File: config.mk
export PLATFORM = sky130hd
export DESIGN_NAME = ffpa_cell
export DESIGN_NICKNAME = d
export VERILOG_FILES = /design/src/hdl/first_fit_partition_allocator_macros.svh /design/src/hdl/ffpa_pkg.sv /design/src/hdl/ffpa_cell.sv
export SDC_FILE = /design/constraint.sdc
export NUM_CORES = 1
export LEC_CHECK = 0
export BUFFER_PORTS_ARGS = -buffer_cell sky130_fd_sc_hd__buf_2
export CAP_MARGIN = 20
export CORE_ASPECT_RATIO = 1.1
export CORE_MARGIN = 4
export CORE_UTILIZATION = 42
export CTS_BUF_LIST = sky130_fd_sc_hd__clkbuf_4 sky130_fd_sc_hd__clkbuf_8
export DETAILED_ROUTE_END_ITERATION = 10
export GPL_ROUTABILITY_DRIVEN = 1
export MAX_ROUTING_LAYER = met4
export PLACE_DENSITY_LB_ADDON = 0.12
export SLEW_MARGIN = 20
export SYNTH_ARGS = -nofsm -noshare
export SYNTH_HDL_FRONTEND = slang
export SYNTH_SLANG_ARGS = --single-unit
File: constraint.sdc
create_clock -name clock -period 1.6 [get_ports clock]
set_input_delay 0 -clock clock [delete_from_list [all_inputs] [get_ports clock]]
set_output_delay 0 -clock clock [all_outputs]
set_load 0.02 [all_outputs]
File: src/hdl/first_fit_partition_allocator_macros.svh
// Assertion macros shared by the partition allocator RTL.
`ifndef FIRST_FIT_PARTITION_ALLOCATOR_MACROS_SVH
`define FIRST_FIT_PARTITION_ALLOCATOR_MACROS_SVH
`ifndef SYNTHESIS
// Same-cycle implication, checked outside reset.
`define FFPA_ASSERT_IMP(label, clk, rst, a, b, msg) \
   label: assert property (@(posedge clk) disable iff (rst) (a) |-> (b)) else $error(msg);
// Next-cycle implication, checked outside reset.
`define FFPA_ASSERT_NEXT(label, clk, rst, a, b, msg) \
   label: assert property (@(posedge clk) disable iff (rst) (a) |=> (b)) else $error(msg);
`else
`define FFPA_ASSERT_IMP(label, clk, rst, a, b, msg)
`define FFPA_ASSERT_NEXT(label, clk, rst, a, b, msg)
`endif
`endif

File: src/hdl/ffpa_pkg.sv
// Types and constants of the partition allocator.
package ffpa_pkg;
   localparam int OFF_W = 20;
   localparam int LEN_W = 21;
   localparam int WANT_W = 22;
   localparam logic [LEN_W-1:0] HEAP_RESET = 21'd65536;
   localparam logic [LEN_W-1:0] HEAP_LIMIT = 21'd1048576;

   localparam logic [1:0] ST_OK         = 2'd0;
   localparam logic [1:0] ST_NO_FIT     = 2'd1;
   localparam logic [1:0] ST_NOT_FOUND  = 2'd2;
   localparam logic [1:0] ST_TABLE_FULL = 2'd3;

   localparam logic OP_ALLOC = 1'b0;
   localparam logic OP_FREE  = 1'b1;

   typedef struct packed {
      logic             valid;
      logic             used;
      logic [OFF_W-1:0] start;
      logic [LEN_W-1:0] length;
   } entry_type;
endpackage

File: src/hdl/ffpa_cell.sv
// One partition table cell of the circulating entry chain.
module ffpa_cell
   import ffpa_pkg::*;
(
   input  logic      clock,
   input  logic      reset,
   input  logic      init,
   input  entry_type init_entry,
   input  logic      shift,
   input  entry_type d,
   output entry_type q
);
   entry_type entry_ff;

   // Load the initial table image, or take the neighbor's entry on a shift.
   always_ff @(posedge clock) begin
      if (reset || init) begin
         entry_ff <= init_entry;
      end else if (shift) begin
         entry_ff <= d;
      end
   end

   assign q = entry_ff;
endmodule

# Yosys cells after proc, flatten, opt, wreduce, memory -nomap -nowiden
# Cells that the tools add are included.
# classes
mux	2
n_reduce_logical	2
# op_table
operator	count
$mux 43	2
$reduce_bool 2->1	1
$logic_or 1x1->1	1
# word_totals
ff_bits	43
inputBits	90
word_cells	8

# Logic depth before layout (Yosys ltp)
# logic_depth
ltp_word	2
mapped_depth	3
ltp_nobuf	2

# Worst setup path before layout
# OpenSTA, ideal clock, no wires.
# synth_path
path_type	input to register
from	in init
to	reg entry_ff (netlist bit q[0]), enable pin
setup_time_ps	402
arrival_time_ps	969
path_slack_ps	229
cell_stages	1
n_path_buf	0
path_cell_list	or3_1
# synth_between
elab_chain_len	2
# synth_lines
item	line_no	rtl
from (decl)	ffpa_cell.sv:7	input logic init,
$logic_or 1x1->1	ffpa_cell.sv:17	if (reset || init) begin
$reduce_bool 2->1 (no line)	n/a	
to (signal assigned)	ffpa_cell.sv:18	entry_ff <= init_entry;
to (decl)	ffpa_cell.sv:13	entry_type entry_ff;
# Every way passes these cells.
# A chain may end at the register's enable or synchronous reset.

# Worst setup path after layout
# layout_path
from	in init_entry[5] in the netlist's numbering
to	reg entry_ff (netlist bit q[5]), data pin
# layout_between
elab_chain_len	1
# layout_lines
item	line_no	rtl
from (decl)	ffpa_cell.sv:8	input entry_type init_entry,
$mux 43	ffpa_cell.sv:17	
# Every way passes these cells.

==> parameters.txt <==
Parameter                              Value

Outcome
  Outcome    complete, no violations

Drt
  Iteration-0 DRC count of the detailed router    67
  Number of vias in the routed layout    roughly 1400
  Detailed-route vias per instance    approximately 4.5
  Total Wirelength    between 4000 and 5000 um
  # DRC    0
  Average wire per standard cell    approximately 15 um
  Count of nets left with antenna violations after detail routing    0
  DR pass1 iterations    4

Yosys
  Proportion of synthesized flip-flops having asynchronous set or reset    0
  Post-synth EDFFs    43
  Synthesized instance count    92
  Synthesized netlist net count    around 180
  Synth Area per Inst    20.0 um^2
  Area leader, netlist    edfxtp_1
  Total of warnings raised by yosys    0
  Synth top area share    0.701
  Sequential element share of the synthesized area    0.701
  Top_reg_cell synth    edfxtp_1
  Count of distinct cell types in the synthesized netlist    7
  Most instantiated cells after synthesis    edfxtp_1, mux2_2, mux2_1
  Most common cell in the netlist    edfxtp_1
  Ranking of synthesized cells by area    edfxtp_1, mux2_2, mux2_1, clkbuf_8, buf_6
  Cell area after synthesis    around 1800 um^2
  Register bit total from synthesis    43

Global route
  Gr busiest metal    met2
  Antenna violations before repair    0
  Global Route met1 Usage    0.150
  Maximum number of pins on one net before global-route repair    25
  First-pass GRT wire length    6610 um
  Met3 Use GR    0.0609
  Met2 Use GR    0.299
  Global router's overall resource usage    0.163
  Vias in the first global route    1484
  Global route total overflow    0

Setup path
  Worst Setup End Kind    flip-flop
  CP arrival    roughly 1.5 ns
  Required time of the worst setup path    about 1.6 ns
  Type of element launching the critical path    input port
  Critical path peak fanout    1
  Crit Path Category    input port to flip-flop

Floorplanning
  Floorplan row count    25
  Die Span Y    77.5 um
  X dimension of the die    around 71 um
  Initial Util    0.430
  Area of the die    approximately 5500 um^2
  I/O pin cnt    133
  Core area    approximately 4300 um^2

Clock network
  Number of buffers created by CTS    5
  Number of H-tree levels    2
  Clock slew at reported path FFs    ~0.08 ns
  CTS tree    done
  Clock root buffer    clkbuf_8
  Count of buffers added by post-CTS timing repair for setup    0
  Cts repair resizes    0
  Number of clock sinks    between 40 and 50
  Clock Tree Buf Depth    2

Final layout
  Antenna diodes    0
  Area grow syn2layout    52.8%
  Nets@finish    between 300 and 400
  Final cell count without fillers    ~300
  Layout cells sized above 1    0.744
  Number of flip-flops in the largest register    between 40 and 50

STA
  FMAX    roughly 700 MHz
  Final hold viol count    0
  Period utilization    0.899
  Unrepaired setup endpoints after global routing    no
  Final Slew Violations    0
  Worst slack on hold paths    roughly 0.0086 ns
  Minimum clock period    ~1.4 ns
  Transition at the pin with the smallest max-transition slack    0.303 ns
  Max transition margin    0.798
  Count of endpoints failing setup in the final report    0
  Total Neg Setup Slack    0 ns

Power
  Share of power burned in the clock network    0.247
  Internal power    between 1.5 and 2 mW
  Leakage power total    around 1.3 nW
  Net Switching    between 0.6 and 0.7 mW
  Combinational share of power    0.214
  Maximum resistive drop on vdd    between 0.5 and 0.6 mV
  Net switching fraction of the power    0.254
  Reg power frac    0.539
  Power Dens Cells    about 900 nW/um^2

Placement
  Placed instance count    about 280
  Routability cong.    roughly 0.75
  Final HPWL from detailed placement    approximately 3500 um
  Quantity of I/O buffers inserted on ports    between 100 and 150

Worst hold path
  Class of the tightest hold or removal check    input port to flip-flop

Job
  Reported max-cap violation count    0
==> layer usage <==
metal	up-vias	part of all wire
li1	673	-
met1	621	0.32
met2	73	0.57
met3	11	0.087
met4	0	0.025
met5	-	0
==> cell type report <==
| cell class | count | area (um^2) |
|---|---|---|
| Fill cell | 347 | 1470 |
| Sequential cell | 43 | 1290 |
| Timing Repair Buffer | 154 | 871 |
| Multi-Input combinational cell | 45 | 503 |
| Clock buffer | 5 | 68.8 |
| Tap cell | 54 | 67.6 |
| Clock inverter | 3 | 15.0 |
==> path summary, 6_finish.rpt <==
kind	slack (ns)	to	cells past startpoint	startpoint
setup / recovery	0.16	q[5]$_DFFE_PP_	4	init_entry[5]
hold / removal	0.009	q[12]$_DFFE_PP_	2	init_entry[12]
==> what timing repair did <==
item	4_1_cts	5_1_grt
hold buffers	14	4
hold endpoints to repair	10	3
setup endpoints to repair	0	0
==> through the flow <==
stage	power (mW)	utilization	instance area, um^2	setup WS [ns]
3_3_place_gp	1.93	0.596	2550	0.463
4_1_cts	2.62	0.648	2780	0.177
6_report	2.60	0.657	2820	0.162
3_5_place_dp	1.95	0.596	2550	0.417
5_1_grt	2.72	0.657	2820	0.155
2_1_floorplan	1.72	-	1840	0.229
==> power by group through the flow <==
stage	Sequential, mW	Combinational [mW]	Clock [mW]
after global routing	1.41	0.595	0.716
after detailed placement	1.43	0.524	0
after global placement	1.42	0.510	0
after CTS	1.40	0.555	0.666
final	1.40	0.557	0.642
after floorplan	1.59	0.127	0
==> worst max-delay path, stage by stage <==
cell and delay (ns):
dlygate4sd3_1 0.53, buf_2 0.11, mux2_1 0.28, dlygate4sd3_1 0.56
==> logic make-up (layout without fill, tap and decap cells) <==
kind of cell | after synthesis | count (layout) | synth area share
simple gates | 2 | 2 | 0.00951
buf+inv | 4 | 162 | 0.0272
mux | 43 | 43 | 0.263
flops | 43 | 43 | 0.701
==> cells in the final DEF, fill, tap and decap left out <==
master / n
or3_2: 1
mux2_2: 40
nor2_4: 1
buf_2: 132
dlygate4sd3_1: 18
clkbuf_8: 5
buf_4: 4
clkinv_2: 3
edfxtp_1: 43
mux2_1: 3
(Power assumes the default switching activity.)
